[config.mk]
export PLATFORM = sky130hd
export DESIGN_NAME = tank_level_fill_supervisor_top
export DESIGN_NICKNAME = d
export VERILOG_FILES = /design/src/rtl/tlfs_pkg.sv /design/src/rtl/tank_level_fill_supervisor_top.sv
export SDC_FILE = /design/constraint.sdc
export NUM_CORES = 1
export LEC_CHECK = 0
export ABC_CLOCK_PERIOD_IN_PS = 4200
export BUFFER_PORTS_ARGS = -buffer_cell sky130_fd_sc_hd__buf_2
export CORE_MARGIN = 2
export CORE_UTILIZATION = 45
export DETAILED_ROUTE_END_ITERATION = 16
export PLACE_DENSITY = 0.66
export SLEW_MARGIN = 0
export SYNTH_ARGS = -nofsm -noshare
export SYNTH_HDL_FRONTEND = slang
export SYNTH_SLANG_ARGS = --single-unit
export TNS_END_PERCENT = 10
[constraint.sdc]
create_clock -name i_clk -period 4.2 [get_ports i_clk]
set_clock_uncertainty 0.1 [all_clocks]
set_input_delay 1.26 -clock i_clk [delete_from_list [all_inputs] [get_ports i_clk]]
set_output_delay 1.26 -clock i_clk [all_outputs]
set_load 0.005 [all_outputs]
[src/rtl/tlfs_pkg.sv]
// Shared types and constants for the tank level fill supervisor.
package tlfs_pkg;

    localparam int SAMPLE_BITS = 10;
    localparam int CFG_IDX_BITS = 3;
    localparam int CFG_DATA_BITS = 16;
    localparam int TIME_BITS = 16;
    localparam int CNT_BITS = 8;

    localparam logic [SAMPLE_BITS-1:0] THR_LOW_RST  = SAMPLE_BITS'(80);
    localparam logic [SAMPLE_BITS-1:0] THR_WORK_RST = SAMPLE_BITS'(180);
    localparam logic [SAMPLE_BITS-1:0] THR_HIGH_RST = SAMPLE_BITS'(240);
    localparam logic [SAMPLE_BITS-1:0] THR_NONE_RST = SAMPLE_BITS'(500);
    localparam logic [CNT_BITS-1:0]    DRY_LIMIT_RST = CNT_BITS'(10);
    localparam logic [TIME_BITS-1:0]   FILL_OPEN_RST  = TIME_BITS'(10);
    localparam logic [TIME_BITS-1:0]   FILL_CLOSE_RST = TIME_BITS'(10);

    localparam logic [TIME_BITS-1:0] SHUT_OPEN_TIME  = TIME_BITS'(0);
    localparam logic [TIME_BITS-1:0] SHUT_CLOSE_TIME = TIME_BITS'(10);
    localparam logic [CNT_BITS-1:0]  CNT_MAX = {CNT_BITS{1'b1}};

    typedef enum logic [2:0] {
        CL_UNKNOWN = 3'd0,
        CL_LOW     = 3'd1,
        CL_WORK    = 3'd2,
        CL_UPPER   = 3'd3,
        CL_NONE    = 3'd4
    } t_class;

    typedef enum logic [2:0] {
        PH_IDLE      = 3'd0,
        PH_FILLING   = 3'd1,
        PH_NORMAL    = 3'd2,
        PH_ALARM     = 3'd3,
        PH_CONFIRMED = 3'd4
    } t_phase;

    typedef enum logic [1:0] {
        VC_KEEP = 2'd0,
        VC_FILL = 2'd1,
        VC_SHUT = 2'd2
    } t_valve;

    typedef enum logic [1:0] {
        AL_NONE     = 2'd0,
        AL_DRY      = 2'd1,
        AL_OVERFLOW = 2'd2
    } t_alarm;

    typedef enum logic [CFG_IDX_BITS-1:0] {
        CFG_THR_LOW    = 3'd0,
        CFG_THR_WORK   = 3'd1,
        CFG_THR_HIGH   = 3'd2,
        CFG_THR_NONE   = 3'd3,
        CFG_DRY_LIMIT  = 3'd4,
        CFG_FILL_OPEN  = 3'd5,
        CFG_FILL_CLOSE = 3'd6
    } t_cfg_idx;

    typedef struct packed {
        logic [SAMPLE_BITS-1:0] sample;
        logic [SAMPLE_BITS-1:0] confirm_sample;
        logic                   emergency;
    } t_in_item;

    typedef struct packed {
        t_class                level_class;
        t_phase                phase;
        t_valve                valve_cmd;
        logic [TIME_BITS-1:0]  valve_open_time;
        logic [TIME_BITS-1:0]  valve_close_time;
        t_alarm                alarm;
        logic [CNT_BITS-1:0]   alarm_count;
    } t_out_item;

endpackage

[src/rtl/tank_level_fill_supervisor_top.sv]
// Tank level fill supervisor: classification, phase machine, valve command and alarms.
//
//  channel  | valid        | stall        | payload
//  ---------+--------------+--------------+-------------------------------
//  input    | i_in_valid   | o_in_stall   | i_in  (sample, confirm, emerg)
//  result   | o_out_valid  | i_out_stall  | o_out (class, phase, valve, alarm)
//  config   | i_cfg_we     | -            | i_cfg_index, i_cfg_data
//
// One beat per cycle sustained while i_out_stall is low; a beat passes from the input register
// to the result register once the result register is empty or being taken.
// The whole tick update is one combinational pass from the input register and state.
// Synchronous active-low reset clears state and loads the threshold defaults.
// A stalled result holds the input register; input stalls only when both are full.
module tank_level_fill_supervisor_top (
    input  logic                            i_clk,
    input  logic                            i_rst_n,
    input  logic                            i_in_valid,
    output logic                            o_in_stall,
    input  tlfs_pkg::t_in_item              i_in,
    output logic                            o_out_valid,
    input  logic                            i_out_stall,
    output tlfs_pkg::t_out_item             o_out,
    input  logic                            i_cfg_we,
    input  logic [tlfs_pkg::CFG_IDX_BITS-1:0]  i_cfg_index,
    input  logic [tlfs_pkg::CFG_DATA_BITS-1:0] i_cfg_data
);
    import tlfs_pkg::*;

    logic [SAMPLE_BITS-1:0] r_thr_low, r_thr_work, r_thr_high, r_thr_none;
    logic [CNT_BITS-1:0]    r_dry_limit;
    logic [TIME_BITS-1:0]   r_fill_open, r_fill_close;

    logic      r_in_valid;
    t_in_item  r_in;
    logic      r_out_valid;
    t_out_item r_out;

    t_phase              r_phase, n_phase;
    t_class              r_class, n_class;
    logic [CNT_BITS-1:0] r_cnt, n_cnt;

    t_phase              w_eff_phase;
    t_class              w_c1, w_c2;
    t_valve              w_cmd;
    t_alarm              w_alarm;
    logic [CNT_BITS-1:0] w_cnt_inc;
    logic                w_adv;
    t_out_item           w_res;

    // last threshold that holds wins; below all keeps the previous class
    function automatic t_class f_classify(
        input logic [SAMPLE_BITS-1:0] s,
        input t_class                 prev,
        input logic [SAMPLE_BITS-1:0] t_low,
        input logic [SAMPLE_BITS-1:0] t_work,
        input logic [SAMPLE_BITS-1:0] t_high,
        input logic [SAMPLE_BITS-1:0] t_none
    );
        t_class c;
        c = prev;
        if (s >= t_low)  c = CL_LOW;
        if (s >= t_work) c = CL_WORK;
        if (s >= t_high) c = CL_UPPER;
        if (s >= t_none) c = CL_NONE;
        return c;
    endfunction

    assign w_adv       = r_in_valid && (!r_out_valid || !i_out_stall);
    assign o_in_stall  = r_in_valid && !w_adv;
    assign o_out_valid = r_out_valid;
    assign o_out       = r_out;

    // configuration registers
    always_ff @(posedge i_clk) begin
        if (!i_rst_n) begin
            r_thr_low    <= THR_LOW_RST;
            r_thr_work   <= THR_WORK_RST;
            r_thr_high   <= THR_HIGH_RST;
            r_thr_none   <= THR_NONE_RST;
            r_dry_limit  <= DRY_LIMIT_RST;
            r_fill_open  <= FILL_OPEN_RST;
            r_fill_close <= FILL_CLOSE_RST;
        end else if (i_cfg_we) begin
            case (t_cfg_idx'(i_cfg_index))
                CFG_THR_LOW:    r_thr_low    <= i_cfg_data[SAMPLE_BITS-1:0];
                CFG_THR_WORK:   r_thr_work   <= i_cfg_data[SAMPLE_BITS-1:0];
                CFG_THR_HIGH:   r_thr_high   <= i_cfg_data[SAMPLE_BITS-1:0];
                CFG_THR_NONE:   r_thr_none   <= i_cfg_data[SAMPLE_BITS-1:0];
                CFG_DRY_LIMIT:  r_dry_limit  <= i_cfg_data[CNT_BITS-1:0];
                CFG_FILL_OPEN:  r_fill_open  <= i_cfg_data[TIME_BITS-1:0];
                CFG_FILL_CLOSE: r_fill_close <= i_cfg_data[TIME_BITS-1:0];
                default: ;
            endcase
        end
    end

    // emergency forces normal before the phase dispatch
    assign w_eff_phase = r_in.emergency ? PH_NORMAL : r_phase;
    assign w_c1 = f_classify(r_in.sample, r_class,
                             r_thr_low, r_thr_work, r_thr_high, r_thr_none);
    assign w_c2 = f_classify(r_in.confirm_sample, w_c1,
                             r_thr_low, r_thr_work, r_thr_high, r_thr_none);
    assign w_cnt_inc = (r_cnt == CNT_MAX) ? r_cnt : r_cnt + CNT_BITS'(1);

    always_comb begin
        n_phase = w_eff_phase;
        n_class = w_c1;
        n_cnt   = r_cnt;
        w_cmd   = VC_KEEP;
        w_alarm = AL_NONE;
        case (w_eff_phase)
            PH_IDLE: begin
                n_phase = (w_c1 == CL_LOW) ? PH_FILLING : PH_NORMAL;
            end
            PH_FILLING: begin
                w_cmd = VC_FILL;
                if (w_c1 == CL_WORK || w_c1 == CL_UPPER) begin
                    n_class = w_c2;
                    if (w_c2 == CL_WORK || w_c2 == CL_UPPER) n_phase = PH_CONFIRMED;
                end
            end
            PH_NORMAL: begin
                if (w_c1 == CL_LOW || w_c1 == CL_UPPER) begin
                    n_class = w_c2;
                    n_cnt   = CNT_BITS'(1);
                    if (w_c2 == CL_LOW || w_c2 == CL_UPPER) n_phase = PH_ALARM;
                end
                // re-read may have moved the class to working or none
                if (n_class == CL_WORK) begin
                    w_cmd = VC_FILL;
                    n_cnt = '0;
                end
                if (n_class == CL_NONE) begin
                    w_cmd = VC_SHUT;
                    n_cnt = '0;
                end
            end
            PH_ALARM: begin
                if (w_c1 == CL_LOW) begin
                    n_cnt   = w_cnt_inc;
                    n_class = w_c2;
                    if (w_cnt_inc > r_dry_limit) w_alarm = AL_DRY;
                end else if (w_c1 == CL_UPPER) begin
                    n_cnt   = w_cnt_inc;
                    n_class = w_c2;
                    w_alarm = AL_OVERFLOW;
                end else begin
                    n_phase = PH_NORMAL;
                    n_cnt   = '0;
                end
            end
            PH_CONFIRMED: begin
                if (w_c1 == CL_WORK || w_c1 == CL_UPPER) n_phase = PH_NORMAL;
            end
            default: ;
        endcase
    end

    always_comb begin
        w_res.level_class = n_class;
        w_res.phase       = n_phase;
        w_res.valve_cmd   = w_cmd;
        w_res.alarm       = w_alarm;
        w_res.alarm_count = n_cnt;
        case (w_cmd)
            VC_FILL: begin
                w_res.valve_open_time  = r_fill_open;
                w_res.valve_close_time = r_fill_close;
            end
            VC_SHUT: begin
                w_res.valve_open_time  = SHUT_OPEN_TIME;
                w_res.valve_close_time = SHUT_CLOSE_TIME;
            end
            default: begin
                w_res.valve_open_time  = '0;
                w_res.valve_close_time = '0;
            end
        endcase
    end

    // control and state
    always_ff @(posedge i_clk) begin
        if (!i_rst_n) begin
            r_in_valid  <= 1'b0;
            r_out_valid <= 1'b0;
            r_phase     <= PH_IDLE;
            r_class     <= CL_UNKNOWN;
            r_cnt       <= '0;
        end else begin
            if (i_in_valid && !o_in_stall) begin
                r_in_valid <= 1'b1;
            end else if (w_adv) begin
                r_in_valid <= 1'b0;
            end
            if (w_adv) begin
                r_out_valid <= 1'b1;
                r_phase     <= n_phase;
                r_class     <= n_class;
                r_cnt       <= n_cnt;
            end else if (!i_out_stall) begin
                r_out_valid <= 1'b0;
            end
        end
    end

    // payload
    always_ff @(posedge i_clk) begin
        if (i_in_valid && !o_in_stall) r_in <= i_in;
        if (w_adv) r_out <= w_res;
    end

`ifndef SYNTHESIS
    a_alarm_in_pending: assert property (@(posedge i_clk) disable iff (!i_rst_n)
        o_out_valid && o_out.alarm != AL_NONE |-> o_out.phase == PH_ALARM)
        else $error("alarm raised outside alarm pending phase");

    a_shut_on_none: assert property (@(posedge i_clk) disable iff (!i_rst_n)
        o_out_valid && o_out.valve_cmd == VC_SHUT
            |-> o_out.level_class == CL_NONE && o_out.alarm_count == '0)
        else $error("shut-off without none class or with live counter");

    a_in_held: assert property (@(posedge i_clk) disable iff (!i_rst_n)
        o_in_stall |=> r_in_valid)
        else $error("input beat dropped while stalled");

    a_state_idle: assert property (@(posedge i_clk) disable iff (!i_rst_n)
        i_rst_n && !w_adv |=> $stable(r_cnt) && $stable(r_phase) && $stable(r_class))
        else $error("state changed without an item");
`endif

endmodule
==> run_results.csv <==
group,metric,value,unit
status,status,"finished, final reports clean",
clock_tree,cts.sinks,167,
yosys,synth_cell_types,60,
clock_tree,clkLatencyLatePin,430,ps
grt,grt_max_degree,51,
grt,antenna_found_initial,0,
grt,busiest_layer,"met2",
yosys,synth_commonest_cells,"nand2_1 (177), dfxtp_1 (96), a21oi_1 (91), ha_1 (91), edfxtp_1 (71)",
clock_tree,cts_tree,"done",
die,core-area,18600,µm²
run,drv_cap,0,
worst_setup_path,worst-path-max-fanout,8,
die,ios,97,
power_and_ir_drop,switching_share,27.5,%
layout,diodes,0,
yosys,ys_warn_count,0,
clock_tree,cts_setup_buffers,0,
clock_tree,ctsHtreeMaxLevel,4,
grt,use_met1,30.5,%
route,drt-initial-drc-count,552,
route,vias,6830,
worst_setup_path,cp-start-kind,"flip-flop",
timing,period_needed,3960,ps
route,vias_per_cell,5.48,
power_and_ir_drop,pwr-share-comb,10.9,%
grt,overflow,0,
worst_hold_path,hp-class,"reg -> reg",
clock_tree,cts_buffers,17,
placed_design,place_congestion,0.908,
power_and_ir_drop,p_clk_share,42.4,%
clock_tree,cts_buffer_depth,2,
timing,setup_viol,0,
die,die_area,20100,µm²
route,drt-total-wl,20700,µm
yosys,ys_seq_area_share,47.6,%
timing,hold_violations,0,
yosys,synth_top_area_share,25.0,%
worst_setup_path,criticalPathCategory,"reg -> reg",
die,fp.dieW,142,µm
die,initial_core_util,45.7,%
yosys,postSynth.asyncResetShare,0,%
grt,grt_pass1_wl,33400,µm
route,drt_pass1_iterations,6,
timing,worstMarginPinSlew,955,ps
power_and_ir_drop,intPower,2780,µW
route,wl_per_cell,16.6,µm
yosys,syn_inst,900,
yosys,ys.flop_type,"dfxtp_1",
power_and_ir_drop,seqPwrFrac,46.7,%
yosys,synth.area.top_cells,"edfxtp_1 (25%), dfxtp_1 (23%), ha_1 (13%)",
power_and_ir_drop,leakagePower,0.00407,µW
grt,grt_pass1_vias,6432,
timing,fmax,253,MHz
timing,rsz0062_at_grt,"no",
clock_tree,clk_pin_slew,80,ps
yosys,syn_nets,1036,
worst_setup_path,worstSetupEndpointType,"flip-flop",
timing,timing.final.crit_share,94.3,%
layout,layout-drive-gt1-share,15.4,%
placed_design,dp_cells,1214,
grt,met3_usage,3.41,%
timing,slew_violations,0,
yosys,synth_area,8520,µm²
die,rows,50,
yosys,avgSynthCellArea,9.47,µm²
route,ant_nets,0,
power_and_ir_drop,p_per_area,387,nW/µm²
yosys,synth_top_area_cell,"edfxtp_1",
placed_design,dp_hpwl,14800,µm
grt,gr-usage-all-layers,21.3,%
layout,fin_util,53.2,%
layout,fillCellCount,1689,
placed_design,port_buffers,96,
clock_tree,root_buffer,"clkbuf_16",
die,die_y,142,µm
yosys,synth_most_common_cell,"nand2_1",
route,drc,0,
timing,slew_headroom,36.1,%
layout,layout.cells.non_filler,1246,
timing,timing.setup.tns,0,ps
layout,nets,1135,
yosys,synth_edf_count,71,
power_and_ir_drop,ir_drop,0.292,mV
power_and_ir_drop,power_switching,1060,µW
worst_setup_path,cp.required,4390,ps
yosys,ys_ff_latch,167,
grt,grt_use_met2,32.4,%
worst_setup_path,arrival,4150,ps
layout,area_growth,16.5,%
## state kept, by name, indices dropped and copies added, names as in the netlist
| signal | flops |
|---|---|
| o_out | 50 |
| r_in | 21 |
| r_fill_close | 16 |
| r_fill_open | 16 |
| r_thr_high | 10 |
| r_thr_low | 10 |
| r_thr_none | 10 |
| r_thr_work | 10 |
| r_cnt | 8 |
| r_dry_limit | 8 |
| r_class | 3 |
| r_phase | 3 |
| o_out_valid | 1 |
| r_in_valid | 1 |
## per-stage QoR
stage | hold WS (ps) | power, µW | instance area, µm² | setup slack (ps)
4_1_cts | 353 | 3860 | 9910 | 224
6_report | 352 | 3840 | 9930 | 240
5_1_grt | 368 | 3990 | 9930 | 31.2
3_3_place_gp | 337 | 2230 | 9280 | 154
2_1_floorplan | 332 | 2080 | 8520 | 536
3_5_place_dp | 342 | 2240 | 9280 | 8.53
## critical path, stage by stage, from the launching register on
cell and delay [ps]:
edfxtp_1 490, ha_1 330, a211oi_1 240, nor2_1 70, or3_4 390, or4b_1 480
o31ai_1 90, o32ai_1 150, buf_4 170, or4_4 490, a31oi_4 290, or2_1 320
a32o_1 180
## power groups by stage
stage                     clock network [µW]  registers, µW  logic (µW)
after floorplan                            0           1820         263
after global placement                     0           1830         405
after detailed placement                   0           1830         412
after CTS                               1660           1790         416
after global routing                    1720           1800         474
final                                   1630           1790         419
## cells by family after synthesis
| group | count (synthesis) | synth area share, % |
|---|---|---|
| simple gates | 333 | 18.1 |
| compound gates | 216 | 16.3 |
| flops | 167 | 47.6 |
| fa+ha+maj | 91 | 13.4 |
| buf+inv | 86 | 3.89 |
| xor+xnor | 4 | 0.411 |
| mux | 3 | 0.352 |
## layer usage
layer | wire length [µm] | part of all wire, %
met2 | 8940 | 43
met4 | 526 | 2.5
met1 | 10000 | 48
met5 | 0 | 0
met3 | 1220 | 5.9
## cell type report
cell class | instances | area [µm²] | area share, %
Multi-Input combinational cell | 647 | 4160 | 41.9
Sequential cell | 167 | 4050 | 40.8
Timing Repair Buffer | 110 | 586 | 5.90
Clock buffer | 17 | 425 | 4.29
Tap cell | 234 | 293 | 2.95
Inverter | 56 | 210 | 2.12
Clock inverter | 15 | 200 | 2.02
## path summary, 6_finish.rpt
path                                  startpoint          endpoint  slack (ps)  depth (start not counted)
worst max register to register          r_in[18]          o_out[7]         240                         12
worst min-delay path            r_fill_close[10]  r_fill_close[10]         350                          2
worst min register to register  r_fill_close[10]  r_fill_close[10]         350                          2
worst max-delay path                    r_in[18]          o_out[7]         240                         12
## placed cells by master (no fill, tap or decap), types with 22 or more instances in the layout
cell type / instances
a21oi_1: 91
and2_1: 31
buf_2: 96
dfxtp_1: 96
edfxtp_1: 71
ha_1: 90
inv_1: 54
nand2_1: 177
nand3_1: 22
nor2_1: 40
o211ai_1: 23
o21ai_0: 26
## timing repair
item | 4_1_cts | 5_1_grt
gates resized for setup | 1 | 2
hold buffers | 0 | 0
endpoints found under the hold margin | 0 | 0
setup endpoints to repair | 2 | 39
Note: power is estimated with default switching activity, not from simulation.
